## config.mk

```make
export PLATFORM = sky130hd
export DESIGN_NAME = amdfs_matrix
export DESIGN_NICKNAME = d
export VERILOG_FILES = /design/src/rtl/amdfs_pkg.sv /design/src/rtl/amdfs_matrix.sv
export SDC_FILE = /design/constraint.sdc
export NUM_CORES = 2
export LEC_CHECK = 0
export BUFFER_PORTS_ARGS = -buffer_cell sky130_fd_sc_hd__buf_4
export CORE_ASPECT_RATIO = 1.25
export CORE_MARGIN = 10
export CORE_UTILIZATION = 29
export CTS_CLUSTER_DIAMETER = 80
export DETAILED_ROUTE_END_ITERATION = 6
export PLACE_DENSITY = 0.41
export SLEW_MARGIN = 10
export SYNTH_ARGS = -nofsm -noshare
export SYNTH_HDL_FRONTEND = slang
export SYNTH_SLANG_ARGS = --single-unit
```

## constraint.sdc

```tcl
create_clock -name i_clk -period 18.3 [get_ports i_clk]
set_clock_uncertainty 0.2 [all_clocks]
set_input_delay 3.66 -clock i_clk [delete_from_list [all_inputs] [get_ports i_clk]]
set_output_delay 3.66 -clock i_clk [all_outputs]
set_load 0.01 [all_outputs]
```

## src/rtl/amdfs_pkg.sv

```systemverilog
// ----------------------------------------------------------------------------
// Adjacency matrix DFS package
// Shared constants, command codes and the result type of the scan unit.
// ----------------------------------------------------------------------------
package amdfs_pkg;

    // Field widths fixed by the item format.
    localparam int NODE_W       = 7;
    localparam int WEIGHT_W     = 16;
    localparam int KIND_W       = 2;
    localparam int CFG_IDX_W    = 1;
    localparam int CFG_W        = 7;

    // Default matrix size.
    localparam int MAX_NODES_DEF = 64;

    // Register reset values.
    localparam logic [KIND_W-1:0] GRAPH_KIND_RST = 2'd0;
    localparam logic [NODE_W-1:0] NODE_COUNT_RST = 7'd64;

    // Bits of the graph kind register.
    localparam int KIND_DIRECTED_BIT = 0;
    localparam int KIND_WEIGHTED_BIT = 1;

    // Configuration register indexes.
    typedef enum logic [CFG_IDX_W-1:0] {
        REG_GRAPH_KIND = 1'b0,
        REG_NODE_COUNT = 1'b1
    } t_cfg_reg;

    // Input item commands.
    typedef enum logic {
        CMD_EDGE     = 1'b0,
        CMD_TRAVERSE = 1'b1
    } t_cmd;

    // Result of one neighbor search.
    typedef struct packed {
        logic              found;
        logic [NODE_W-1:0] node;
    } t_scan_res;

endpackage

```

## src/rtl/amdfs_matrix.sv

```systemverilog
// ----------------------------------------------------------------------------
// Adjacency matrix store
// One row per node, one read and one write port, registered read data.
// Per-row valid flags make every row read as zero after reset.
// ----------------------------------------------------------------------------
module amdfs_matrix #(
    parameter int MAX_NODES = amdfs_pkg::MAX_NODES_DEF
) (
    input  logic                         i_clk,
    input  logic                         i_rst_n,
    input  logic                         i_rd_en,
    input  logic [$clog2(MAX_NODES)-1:0] i_rd_addr,
    input  logic                         i_wr_en,
    input  logic [$clog2(MAX_NODES)-1:0] i_wr_addr,
    input  logic [MAX_NODES-1:0]         i_wr_data,
    output logic [MAX_NODES-1:0]         o_rd_data
);

    logic [MAX_NODES-1:0] r_rows [MAX_NODES];
    logic [MAX_NODES-1:0] r_row_valid;
    logic [MAX_NODES-1:0] r_rd_data;
    logic                 r_rd_valid;

    always_ff @(posedge i_clk) begin
        if (i_wr_en) begin
            r_rows[i_wr_addr] <= i_wr_data;
        end
        if (i_rd_en) begin
            r_rd_data <= r_rows[i_rd_addr];
        end
    end

    always_ff @(posedge i_clk) begin
        if (!i_rst_n) begin
            r_row_valid <= '0;
            r_rd_valid  <= 1'b0;
        end else begin
            if (i_wr_en) begin
                r_row_valid[i_wr_addr] <= 1'b1;
            end
            if (i_rd_en) begin
                r_rd_valid <= r_row_valid[i_rd_addr];
            end
        end
    end

    assign o_rd_data = r_rd_valid ? r_rd_data : '0;

endmodule

```

Word-level counts from Yosys, hierarchy flattened. Memory sizes are Yosys's and may differ from the RTL's. A register that Yosys moved wholly into a read port is not among the register bits. Cells that the tools add are included.

Bitwise gates (word level): 1. Reductions and logical operators: 1. Order comparisons: 3. Mux-type cells: 7.

Operators with widths (count): $mux 64 (1); $or 64x64->64 (1); $lt 6x7->1 const B (2); $bmux 1 s6 (1); $demux 1 s6 (1); $ge 6x1->1 const B (1); $mux 1 (4); $logic_and 1x1->1 (1).

RAM bits: 4096. Output and inout port bits: 64. Memories kept: 1. Input port bits: 80. Register bits after elaboration: 65.

Memories: r_rows (depth 64, width 64, rd ports 1, clocked after memory_dff 1, wr ports 1, RTL line amdfs_matrix.sv:19) `logic [MAX_NODES-1:0] r_rows [MAX_NODES];`.

Depth between registers and ports, before layout.
Depth in word-level cells: 5. Gate-level depth with buffers: 10. Mapped depth without buffers: 5.

Least setup slack after synthesis. No wires, ideal clock.

Path kind: in2reg. From: in i_wr_en. To: mem r_rows[40][0] in the netlist's numbering, enable pin. Data required time: 17.533 ns. Buffers on the path: 0. Setup slack: 8.993 ns. Stages on the path: 3. Arrival time: 8.540 ns. Setup time: 0.567 ns. Cells stage by stage: nor2b_1 > nand3_1 > nor3_1.

Word-level cells in the longest chain between the ends: 2.

RTL lines: start: declaration (RTL line amdfs_matrix.sv:13) `input logic i_wr_en,`; $mux 1 (RTL line amdfs_matrix.sv:25) `if (i_wr_en) begin`; $mux 1 (implied by the code) (RTL line amdfs_matrix.sv:26) `r_rows[i_wr_addr] <= i_wr_data;`; end: declaration (RTL line amdfs_matrix.sv:19).

Every way passes these cells.

==> run metrics <==
peak supply drop=0.0000831 V; wirelength, routed=~540,000 um; max cap viols=0; DRC violations left=0; outcome=finished, final reports clean; Boundary Pins=144; IO Port Bufs=between 100 and 150; Fin Setup TNS=0 ns; vias per inst=5.14; r2r setup slk=15.74 ns; reg2reg end=r_rd_data[15]; mean post-synth cell area=25.2 um2; vias in the first global route=between 70,000 and 80,000; Post-Layout Inst Area=185,000 um2; Layout area overhead=15.9%; Post-DP Area=~170,000 um2; YS warnings=0; RSZ-0062 raised after global routing=no; worst hold path stage count=1; Slew @ Worst Pin=approximately 1.2 ns; Setup crit start kind=primary input; total CTS buffers=approximately 420; register area share after synthesis=~79%; Async S/R FF share, synth=0%; Routed Antenna Nets=0; endpoints failing setup=0; met1 usage=24.3%; Final Max Tran Viols=0; GRT met3 Usage=2.72%; commonest non-fill, non-tap cells in the layout=edfxtp_1 (4,160), mux4_2 (1,290), clkbuf_16 (431); EDFF count, synth=4,160; clock root buffer=clkbuf_16; GR Util All Layers=between 10% and 20%; Sink Count=roughly 4,200; CP startpoint=i_rd_addr[2]; initial DRC count=7,966; Final Util=33.7%; first-pass GRT wire length=between 700,000 and 800,000 um; Clock transition at path regs=0.06 ns; Final Hold Fails=0; pin count of the biggest net entering global routing=129; crit-path max FO=128; total gr overflow=0; Resize count post-CTS=0; Die H=around 850 um; Initial Util=29.1%; met2 GRT Util=~31%; row count=304; post-CTS setup buffers=0; clock buffer depth=4; Clk Latency, worst-skew pair=just over 1 ns; Pleak=0.0562 uW; GRT busiest layer=met2; Synth Flop Type=edfxtp_1; pwr/cell area=around 110 nW/um2; die area=580,000 um2; layout cell share with drive strength beyond 1=approximately 33%; Post-Synthesis Cells=6,320; Worst EP required=18.83 ns; Hold Slack=0.260 ns; DR WL/cell=37.0 um; post-synth cell types=30; fin crit share=between 40 and 50%; Slew headroom=roughly a fifth; hold buffer count at CTS=0; min-delay src=r_row_valid[6]; Setup CP Type=in -> reg; Synthesized Nets=6,400; fin nets=6,859; CP Capture Type=flip-flop; hpwl dp=271,000 um; R2R depth=4; commonest non-fill, non-tap cell in the layout=edfxtp_1; initial antenna violation count=67; Worst Hold Class=reg -> reg; global placer's final weighted congestion=0.721; Vias=around 74,000; 1st-pass router iterations=5; Post-Syn Area=160,000 um2; #FFs+latches synth=4,225; Tmin final=7.74 ns; Layout fillers=51,100; CTS tree=done; Die Wd=683 um; CTS H-tree lvls=5; Core Region=548,000 um2; worst r2r src=r_rows[31][15]; Arr. time, crit path=8.28 ns; Hold Path Sink=r_row_valid[6]; f_max=0.129 GHz
[state kept, by name (all words and copies together), names as in the netlist]
signal       flops
r_rd_data       64
r_rd_valid       1
r_row_valid     64
r_rows        4096
[power by group]
group | switching (uW) | internal (uW) | total (uW)
Clock | 3780 | 5080 | 8860
Combinational | 533 | 361 | 894
Sequential | 36.2 | 10700 | 10700
Total | 4350 | 16100 | 20500
[stage by stage]
step                total power, uW  worst slack (ns)  std cells
floorplan                     11500              8.99       6320
global placement              11900              9.40      13700
detailed placement            11900              9.38      13700
CTS                           20800             10.51      14500
global route                  21100             10.20      14500
finish                        20500             10.56      14500
[worst max-delay path by stage]
stage               endpoint  depth (start not counted)
2_1_floorplan  r_rows[40][0]                          3
3_3_place_gp   r_rd_data[53]                          8
3_5_place_dp   r_rd_data[54]                          8
4_1_cts        r_rd_data[54]                          8
5_1_grt        r_rd_data[56]                          8
6_report       r_rd_data[39]                          8
[Yosys cell counts (3+ instances only)]
cell type	count	area, um2
nand2b_1	10	62.6
buf_4	4	30.0
o21a_1	64	480
a2111oi_0	6	52.6
mux2_2	4	45.0
nand2_1	72	270
nor2b_1	16	100
clkbuf_1	188	706
buf_2	109	546
and2_1	65	407
nor3_1	4	20.0
nand4_1	3	18.8
mux4_2	1290	29100
edfxtp_1	4160	125000
nand3_1	10	50.1
buf_6	3	33.8
a22oi_1	131	983
nor2_1	64	240
dfxtp_1	65	1300
buf_1	37	139
[worst max-delay path: stages]
cell     delay [ns]
buf_8          0.61
buf_4          0.89
buf_4          0.80
buf_12         0.69
mux4_2         0.43
mux4_2         0.49
a22oi_1        0.23
nand2_1        0.09
[final cells by class]
cell class                      count  area (um2)  area share [%]
Clock buffer                      504       11100            6.00
Sequential cell                  4225      126000            68.3
Antenna cell                       15        37.5          0.0203
Clock inverter                    256        2800            1.51
Timing Repair Buffer              376        3190            1.73
Multi-Input combinational cell   1754       32400            17.5
Tap cell                         7344        9190            4.97
[kinds of logic after synthesis]
group,count (synthesis),share of synthesized area (%)
buf+inv,341,0.911
compound gates,210,0.989
mux,1296,18.2
flops,4225,79.1
simple gates,248,0.749
[per-layer routing]
metal | vias to the layer above | routed length, um
met4 | 24 | 11300
met5 | - | 143
li1 | 28500 | -
met1 | 42900 | 227000
met3 | 592 | 29200
met2 | 2421 | 268000
Note: power is estimated with default switching activity, not from simulation.
