### src/rtl/amdfs_pkg.sv
// ----------------------------------------------------------------------------
// Adjacency matrix DFS package
// Shared constants, command codes and the result type of the scan unit.
// ----------------------------------------------------------------------------
package amdfs_pkg;

    // Field widths fixed by the item format.
    localparam int NODE_W       = 7;
    localparam int WEIGHT_W     = 16;
    localparam int KIND_W       = 2;
    localparam int CFG_IDX_W    = 1;
    localparam int CFG_W        = 7;

    // Default matrix size.
    localparam int MAX_NODES_DEF = 64;

    // Register reset values.
    localparam logic [KIND_W-1:0] GRAPH_KIND_RST = 2'd0;
    localparam logic [NODE_W-1:0] NODE_COUNT_RST = 7'd64;

    // Bits of the graph kind register.
    localparam int KIND_DIRECTED_BIT = 0;
    localparam int KIND_WEIGHTED_BIT = 1;

    // Configuration register indexes.
    typedef enum logic [CFG_IDX_W-1:0] {
        REG_GRAPH_KIND = 1'b0,
        REG_NODE_COUNT = 1'b1
    } t_cfg_reg;

    // Input item commands.
    typedef enum logic {
        CMD_EDGE     = 1'b0,
        CMD_TRAVERSE = 1'b1
    } t_cmd;

    // Result of one neighbor search.
    typedef struct packed {
        logic              found;
        logic [NODE_W-1:0] node;
    } t_scan_res;

endpackage

### src/rtl/amdfs_scan.sv
// ----------------------------------------------------------------------------
// Neighbor scan unit
// Finds the lowest unvisited neighbor of a row above a scan position and
// within the node limit. Shared by every step of the traversal.
// ----------------------------------------------------------------------------
module amdfs_scan #(
    parameter int MAX_NODES = amdfs_pkg::MAX_NODES_DEF
) (
    input  logic [MAX_NODES-1:0]         i_row,
    input  logic [MAX_NODES-1:0]         i_visited,
    input  logic [amdfs_pkg::NODE_W-1:0] i_start,
    input  logic [amdfs_pkg::NODE_W-1:0] i_limit,
    output amdfs_pkg::t_scan_res         o_res
);

    localparam int NW = amdfs_pkg::NODE_W;

    logic [MAX_NODES-1:0] cand;

    // Bit b stands for node b+1: it qualifies when node b+1 lies above the
    // scan position and at or below the limit.
    always_comb begin
        for (int b = 0; b < MAX_NODES; b++) begin
            cand[b] = i_row[b] & ~i_visited[b] & (NW'(b) >= i_start) & (NW'(b) < i_limit);
        end
    end

    // Lowest set candidate wins.
    always_comb begin
        o_res.found = 1'b0;
        o_res.node  = '0;
        for (int b = MAX_NODES - 1; b >= 0; b--) begin
            if (cand[b]) begin
                o_res.found = 1'b1;
                o_res.node  = NW'(b + 1);
            end
        end
    end

endmodule

### config.mk
export PLATFORM = sky130hd
export DESIGN_NAME = amdfs_scan
export DESIGN_NICKNAME = d
export VERILOG_FILES = /design/src/rtl/amdfs_pkg.sv /design/src/rtl/amdfs_scan.sv
export SDC_FILE = /design/constraint.sdc
export NUM_CORES = 1
export LEC_CHECK = 0
export ABC_CLOCK_PERIOD_IN_PS = 5100
export BUFFER_PORTS_ARGS = -buffer_cell sky130_fd_sc_hd__buf_2
export CAP_MARGIN = 25
export CORE_MARGIN = 2
export CORE_UTILIZATION = 48
export DETAILED_ROUTE_END_ITERATION = 6
export GPL_TIMING_DRIVEN = 0
export PLACE_DENSITY = 0.85
export SETUP_SLACK_MARGIN = 0.5
export SLEW_MARGIN = 20
export SYNTH_ARGS = -nofsm -noshare
export SYNTH_HDL_FRONTEND = slang
export SYNTH_SLANG_ARGS = --single-unit
### constraint.sdc
create_clock -name vclk -period 5.1
set_clock_uncertainty 0.2 [all_clocks]
set_input_delay 1.02 -clock vclk [all_inputs]
set_output_delay 1.02 -clock vclk [all_outputs]
set_load 0.02 [all_outputs]
==> After elaboration in Yosys (flattened, before gate mapping) <==
Cells that the tools add are included.
{ "totals": {"ff_bits": 0} }
{ "op_classes": {"magnitude_cmp": 128, "muxes": 64, "bitwise_logic": 256} }
{ "ops": {"columns": ["op", "n"], "rows": [
  ["2-to-1 mux 8 bit", 64],
  ["greater-or-equal comparator 6 x 7 -> 1 bit, first input constant", 32],
  ["less-than comparator 6 x 7 -> 1 bit, first input constant", 32],
  ["AND 1 bit", 192],
  ["greater-or-equal comparator 5 x 7 -> 1 bit, first input constant", 16],
  ["less-than comparator 5 x 7 -> 1 bit, first input constant", 16],
  ["inverter 1 bit", 64],
  ["greater-or-equal comparator 4 x 7 -> 1 bit, first input constant", 8],
  ["less-than comparator 4 x 7 -> 1 bit, first input constant", 8],
  ["greater-or-equal comparator 3 x 7 -> 1 bit, first input constant", 4],
  ["less-than comparator 3 x 7 -> 1 bit, first input constant", 4],
  ["greater-or-equal comparator 1 x 7 -> 1 bit, first input constant", 2],
  ["greater-or-equal comparator 2 x 7 -> 1 bit, first input constant", 2],
  ["less-than comparator 1 x 7 -> 1 bit, first input constant", 2],
  ["less-than comparator 2 x 7 -> 1 bit, first input constant", 2]
]} }

==> Logic depth before layout (Yosys ltp) <==
Gate-level depths: netlist (run 1).
{ "logic_depth": {"depth_word": 68, "mapped_depth": 11} }

==> Least setup slack after synthesis (run 1) <==
No wires, ideal clock.
{ "synth_path": {"path_type": "input to output", "startpoint": "input i_limit[5] (netlist bit)", "endpoint": "output o_res[5] (netlist bit)", "arrival_time_ps": 3618, "required_time_ps": 3880, "slack_ps": 262, "path_stages": 8, "path_buffers": 2, "cell_sequence": "buf_2 or4_4 buf_6 o2111ai_2 o21ai_1 or4_1 or4_4 nor3_1"} }
{ "synth_rtl": {"columns": ["element", "line", "text"], "rows": [
  ["from (decl)", "amdfs_scan.sv:12", "input logic [amdfs_pkg::NODE_W-1:0] i_limit,"],
  ["to (decl)", "amdfs_scan.sv:13", "output amdfs_pkg::t_scan_res o_res"]
]} }

==> flow_summary.json, run 1 <==
{
  "startpoint_type": "primary input",
  "drc": 8,
  "p_int_uw": 195,
  "seq_area_frac_synth": 0,
  "avgViaCountPerCell": 7.44,
  "synth_area_leader_cell": "o21ai_0",
  "first_pass_iters": 7,
  "drtIter0Drc": 1042,
  "nClkBuffers": 0,
  "worstSetupPathType": "primary input to primary output",
  "final_area_um2": 4670,
  "routedWlPerCell_um": 24.1,
  "synth_compound_area_frac": 0.437,
  "synth-adder-area-share": 0,
  "initial_utilization": 0.502,
  "end_kind": "primary output",
  "fin_ws_ps": -2.04,
  "violations": "design-rule violations, negative setup slack",
  "grt_max_degree": 11,
  "pwr-share-seq": 0,
  "power.switching_uw": 258,
  "totalPowerFinal_uw": 453,
  "routed_wl_mm": 17.0,
  "drive_above_1_share": 0.486,
  "grt_usage": 0.453,
  "syn-instance-count": 450,
  "synth_xor_area_frac": 0,
  "dpl_worst_slack_ps": -293,
  "place_area_um2": 3680,
  "die-width_um": 80.1,
  "timing.hold.ws_ps": 2250,
  "max_freq_mhz": 196,
  "min_period_ps": 5100,
  "die_h_um": 80.1,
  "dp_hpwl_mm": 11.2,
  "clkPwrFrac": 0,
  "synth_mux_area_frac": 0,
  "rsz0062_at_grt": "yes",
  "drv_slew": 0,
  "worst_ir_drop_vdd_mv": 0.0863,
  "synth_common_cells": "o21ai_0 (35), a21oi_1 (34), nor2_1 (34), clkbuf_1 (29), nand2_1 (26)",
  "hold_path.class": "primary input to primary output",
  "p_leak_uw": 0.00205,
  "power.share.combinational": 1.000,
  "place_congestion": 1.09,
  "fillers": 352,
  "syn_nets": 592,
  "required_ps": 3880,
  "synth.distinct_cells": 64,
  "drv_cap": 0,
  "cts_hold_buf": 0,
  "synth.most_common_cell": "o21ai_0",
  "slew_headroom": 0.393,
  "switching_share": 0.570,
  "synthToLayoutAreaGrowth_pct": 68.0,
  "grt_pass1_wl_mm": 22.5,
  "utilization": 0.843,
  "core-area_um2": 5540,
  "powerDensity_nw_per_um2": 97.0,
  "antenna_found_initial": 0,
  "grt_pass1_vias": 4527,
  "die-area_um2": 6410,
  "fp-row-count": 27,
  "critical_path_arrival_ps": 3880,
  "overflow": 0,
  "cp_max_fo": 10,
  "ys_warn_count": 0,
  "setup_violations": 1,
  "seq_cells": 0,
  "final_nets": 778,
  "ant_nets": 0,
  "fin_crit_sh": 1.00,
  "ys_top_cells_by_area": "o21ai_0 (6.3%), a21oi_1 (6.1%), nor2b_1 (5.0%)",
  "hold_viol_final": 0,
  "synth_top_family_by_area": "simple AND/OR/NAND/NOR gates",
  "io_buffers": 146,
  "synth_top_area_frac": 0.0630,
  "worst_pin_slew_ps": 897,
  "io_pins": 150,
  "postSynthAreaPerCell_um2": 6.18,
  "antenna_cells": 0,
  "synthSimpleGateAreaFrac": 0.486,
  "vias": 5256,
  "synth_area_um2": 2780,
  "register_area_um2": 0,
  "run_status": "finished, violations left"
}
-- cell type report --
| class | instances | area [µm²] | area share |
|---|---|---|---|
| Buffer | 34 | 280 | 0.0600 |
| Timing Repair Buffer | 184 | 1110 | 0.239 |
| Multi-Input combinational cell | 396 | 3110 | 0.666 |
| Inverter | 20 | 75.1 | 0.0161 |
| Tap cell | 72 | 90.1 | 0.0193 |
-- what timing repair did --
action,4_1_cts,5_1_grt
pin swaps,19,33
setup endpoints to repair,8,8
gates resized for setup,111,82
gates cloned,0,2
buffers inserted,13,23
-- critical path, stage by stage --
cell	delay, ps
buf_6	120
buf_8	120
clkbuf_2	220
and4b_1	300
a221oi_1	530
nand2_1	200
a21oi_1	220
a311oi_1	100
o31ai_1	460
o2111ai_1	210
a21oi_1	200
buf_4	170
-- worst paths after layout --
check             startpoint       end  depth (start not counted)
setup / recovery  i_limit[4]  o_res[0]                         12
hold / removal     i_row[63]  o_res[6]                          4
-- power groups by stage --
| stage | clock [µW] | combinational [µW] | sequential, µW |
|---|---|---|---|
| floorplan | 0 | 197 | 0 |
| global placement | 0 | 322 | 0 |
| detailed placement | 0 | 324 | 0 |
| CTS | 0 | 370 | 0 |
| global route | 0 | 467 | 0 |
| finish | 0 | 453 | 0 |
-- through the flow --
step / cells / setup TNS [ps]
after global placement: 668 / -1580
after detailed placement: 668 / -1300
after global routing: 706 / -34.9
final: 706 / -2.04
after floorplan: 450 / 0
after CTS: 681 / 0
-- cells in the final DEF (no fill, tap or decap), types with 6 or more instances in the layout --
cell type,n
a21o_1,6
a21oi_1,29
a31oi_1,6
and2_1,7
and3_1,6
buf_2,137
buf_4,42
buf_6,11
clkbuf_2,10
clkbuf_4,7
inv_1,20
nand2_1,24
nand2b_1,18
nand3_1,8
nand4_1,11
nand4b_1,8
nor2_1,29
nor2b_1,22
nor4b_1,6
o2111ai_1,7
o211ai_1,7
o21ai_0,24
o21ai_2,7
or2_2,11
or3_1,7
-- layer usage --
layer / routed length (µm) / vias to the layer above / part of all wire / GRT usage
met5: 0 / - / 0 / 0
met4: 1620 / 0 / 0.095 / 0.285
met3: 2680 / 202 / 0.16 / 0.0989
met2: 7250 / 636 / 0.43 / 0.753
met1: 5470 / 2261 / 0.32 / 0.524
li1: - / 2157 / - / -
-- cell families (layout without fill, tap and decap cells) --
logic type / count (synthesis) / in the layout
AND/OR/NAND/NOR: 223 / 223
AO/OA/AOI/OAI: 173 / 173
buffers and inverters: 54 / 238
Power figures use the tool's default switching activity.
==> run 2, diff against run 1 <==
- SETUP_SLACK_MARGIN: 0.5 -> 0.4
==> run 2 against run 1 <==
The run ends with design-rule violations left. Global-route usage is 1.8 points lower. Design area is 8.2% lower. Via count is 4.1% lower. Sequential cell count stayed put. Fmax is 1.8% higher. Combinational power is 7.5% lower. Largest power group unchanged. Highest routed layer unchanged.
==> flow_summary.json, run 2 (synthesis results as in run 1) <==
{
  "run_status": "finished, violations left",
  "violations": "design-rule violations",
  "routedWlPerCell_um": 23.3,
  "place_area_um2": 3610,
  "drive_above_1_share": 0.433,
  "powerDensity_nw_per_um2": 97.9,
  "io_pins": 150,
  "cts_hold_buf": 0,
  "setup_violations": 0,
  "cp_max_fo": 10,
  "hold_path.class": "primary input to primary output",
  "nClkBuffers": 0,
  "end_kind": "primary output",
  "required_ps": 3880,
  "min-delay-start": "i_row[63]",
  "hold_path_end": "o_res[6]",
  "power.share.combinational": 1.000,
  "grt_pass1_vias": 4501,
  "ant_nets": 0,
  "synthToLayoutAreaGrowth_pct": 54.2,
  "pwr-share-seq": 0,
  "vias": 5042,
  "rsz0062_at_grt": "yes",
  "p_int_uw": 175,
  "seq_cells": 0,
  "drtIter0Drc": 754,
  "place_congestion": 1.13,
  "layoutNonFillerInstCount": 684,
  "clkPwrFrac": 0,
  "min_period_ps": 5010,
  "drc": 16,
  "antenna_cells": 0,
  "die_h_um": 80.1,
  "register_area_um2": 0,
  "fp-row-count": 27,
  "drv_cap": 0,
  "first_pass_iters": 7,
  "final_area_um2": 4290,
  "startpoint_type": "primary input",
  "drv_slew": 0,
  "die-width_um": 80.1,
  "critical_path_arrival_ps": 3790,
  "max_freq_mhz": 200,
  "io_buffers": 146,
  "power.switching_uw": 244,
  "final_nets": 756,
  "worstSetupPathType": "primary input to primary output",
  "routed_wl_mm": 15.9,
  "grt_max_degree": 11,
  "initial_utilization": 0.502,
  "worst_ir_drop_vdd_mv": 0.0637,
  "dp_hpwl_mm": 11.4,
  "p_leak_uw": 0.00188,
  "hold_viol_final": 0,
  "overflow": 0,
  "slew_headroom": 0.127,
  "die-area_um2": 6410,
  "timing.hold.ws_ps": 2230,
  "totalPowerFinal_uw": 419,
  "most-common-layout-cells": "buf_2 (142), a21oi_1 (30), nor2_1 (30)",
  "final_common_cell": "buf_2",
  "worst_pin_slew_ps": 1300,
  "fin_crit_sh": 0.983,
  "dp.cells": 668,
  "grt_usage": 0.435,
  "antenna_found_initial": 0,
  "grt_pass1_wl_mm": 21.8,
  "switching_share": 0.582,
  "core-area_um2": 5540,
  "whs_path_depth": 4,
  "avgViaCountPerCell": 7.37
}
[run 2: changes by cell type in the layout (fill, tap and decap cells not counted), sizes merged]
cell    before  now
buf        197  173
clkbuf      21   23
[run 2: worst max-delay path by stage]
stage,slack (ps),from,endpoint
2_1_floorplan,390,i_limit[5],o_res[6]
3_3_place_gp,-420,i_limit[6],o_res[2]
3_5_place_dp,-310,i_limit[6],o_res[2]
4_1_cts,220,i_limit[4],o_res[6]
5_1_grt,70,i_limit[6],o_res[6]
6_report,90,i_limit[4],o_res[6]
[run 2: area by class of cell]
type	instances	area, µm²
Fill cell	444	1250
Multi-Input combinational cell	396	2970
Tap cell	72	90.1
Buffer	34	243
Inverter	20	75.1
Timing Repair Buffer	162	907
[run 2: routing by layer]
metal / track usage / vias to the layer above / wire, µm
li1: - / 2101 / -
met1: 0.495 / 2167 / 5320
met2: 0.742 / 587 / 6730
met3: 0.0921 / 187 / 2390
met4: 0.258 / 0 / 1480
met5: 0 / - / 0
[run 2: repair_timing]
item	4_1_cts	5_1_grt
setup buffers	5	11
pin swaps	13	21
gates resized for setup	78	82
endpoints found under the setup margin	8	8
[run 2: worst max-delay path: stages]
cell and delay, ps:
buf_8 100, buf_4 170, or4b_4 540, buf_6 150, o2111a_1 290, a21o_1 240
nor4_4 390, nor3b_4 310, and2b_2 240, nand2_2 90, nor2_2 100, buf_6 130
[run 2: power by group through the flow]
stage          combinational (µW)  sequential, µW  clock, µW
2_1_floorplan                 190               0          0
3_3_place_gp                  314               0          0
3_5_place_dp                  317               0          0
4_1_cts                       347               0          0
5_1_grt                       437               0          0
6_report                      419               0          0
[run 2: stage by stage]
stage	setup TNS [ps]	worst slack (ps)	util
2_1_floorplan	0	392	-
3_3_place_gp	-2140	-418	0.652
3_5_place_dp	-1550	-307	0.652
4_1_cts	0	223	0.707
5_1_grt	0	67.3	0.773
6_report	0	87.6	0.773
==> run 3, diff against run 2 <==
- SETUP_SLACK_MARGIN: 0.4 -> 0.02
==> run 3 against run 2 <==
The flow finishes with violations (negative setup slack). Global-route usage decreased by 3.0 points. Power decreased by 20%. Fmax decreased by 2.3%. Clock-buffer cell count unchanged. Largest cell class unchanged.
==> flow_summary.json, run 3 (synthesis results as in run 1) <==
{
  "overflow": 0,
  "final_nets": 738,
  "antenna_cells": 0,
  "first_pass_iters": 5,
  "dp.cells": 669,
  "worstSetupPathType": "primary input to primary output",
  "fillers": 547,
  "timing.hold.ws_ps": 2280,
  "final_common_cell": "buf_2",
  "powerDensity_nw_per_um2": 91.3,
  "p_leak_uw": 0.00165,
  "io_buffers": 146,
  "io_pins": 150,
  "die-area_um2": 6410,
  "layoutNonFillerInstCount": 666,
  "drtIter0Drc": 540,
  "drc": 0,
  "startpoint_type": "primary input",
  "cts_hold_buf": 0,
  "routed_wl_mm": 13.7,
  "hold_viol_final": 0,
  "seq_cells": 0,
  "drv_slew": 0,
  "min_period_ps": 5130,
  "most-common-layout-cells": "buf_2 (149), nor2_1 (34), a21oi_1 (33), o21ai_0 (33), nand2_1 (26)",
  "hold_path.class": "primary input to primary output",
  "critical_path_arrival_ps": 3910,
  "initial_utilization": 0.502,
  "totalPowerFinal_uw": 337,
  "setup_violations": 1,
  "grt_pass1_vias": 4009,
  "multi_input_comb_area_um2": 2650,
  "core-area_um2": 5540,
  "hold_path_end": "o_res[6]",
  "required_ps": 3880,
  "end_kind": "primary output",
  "fin_ws_ps": -31.0,
  "fin_crit_sh": 1.01,
  "dp_hpwl_mm": 11.0,
  "die_h_um": 80.1,
  "register_area_um2": 0,
  "antenna_found_initial": 0,
  "violations": "negative setup slack",
  "cp_max_fo": 8,
  "place_area_um2": 3600,
  "run_status": "finished, violations left",
  "finalSetupTns_ps": -31.0,
  "die-width_um": 80.1,
  "worst_ir_drop_vdd_mv": 0.0637,
  "min-delay-start": "i_row[63]",
  "rsz0062_at_grt": "yes",
  "fp-row-count": 27,
  "grt_usage": 0.405,
  "grt_max_degree": 11,
  "slew_headroom": 0.400,
  "whs_path_depth": 4,
  "worst_pin_slew_ps": 894,
  "grt_pass1_wl_mm": 20.3,
  "max_freq_mhz": 195,
  "synthToLayoutAreaGrowth_pct": 33.0,
  "final_area_um2": 3700,
  "nClkBuffers": 0,
  "drv_cap": 0,
  "drive_above_1_share": 0.335,
  "ant_nets": 0,
  "routedWlPerCell_um": 20.5,
  "place_congestion": 1.10,
  "vias": 4532,
  "avgViaCountPerCell": 6.80
}
run 3: cell count changes in the layout (fill, tap and decap cells not counted), moves of 4 or more:
cell       change
buf_6         -10
clkbuf_1      +11
clkbuf_4       -7
buf_2          +7
buf_4         -16
o21ai_0        +5
nor2_1         +4
o2111ai_4      -4
run 3: worst max path at each step:
stage,startpoint,to,slack (ps)
global placement,i_limit[6],o_res[2],-230
detailed placement,i_limit[6],o_res[2],-180
CTS,i_limit[4],o_res[6],20
finish,i_limit[0],o_res[0],-30
global route,i_limit[2],o_res[6],-30
floorplan,i_limit[5],o_res[5],260
run 3: final cells by class:
type,count,share of cell area
plain buffers,30,0.0379
well taps,72,0.0244
multi-input cells,396,0.717
inverters,20,0.0203
repair buffers,148,0.201
run 3: power by group:
group,internal [µW],switching [µW]
combinational,134,203
sequential,0,0
clock,0,0
run 3: per-stage QoR:
stage                      util  setup slack, ps
after floorplan               -              262
after global placement    0.650             -226
after detailed placement  0.650             -183
after CTS                 0.655             23.2
after global routing      0.667            -30.1
final                     0.667            -31.0
run 3: critical path, cell delays in order:
cell and delay [ps]:
buf_2 210, and3_1 500, o22ai_1 160, or4b_2 650, o21ai_0 240, a311oi_1 160
o31ai_1 340, o2111ai_1 220, a21oi_1 210, buf_2 190
run 3: per-layer routing:
layer  GRT usage  wire [µm]  vias to the layer above
li1            -          -                     2059
met1       0.534       5330                     2014
met2       0.676       6120                      395
met3      0.0596       1570                       64
met4       0.124        646                        0
met5           0          0                        -
run 3: what timing repair did:
item                                    CTS  global route
setup buffers                             0             1
hold endpoints to repair                  0             0
pin swaps                                 0             3
endpoints found under the setup margin    8             8
gates resized for setup                   8            32
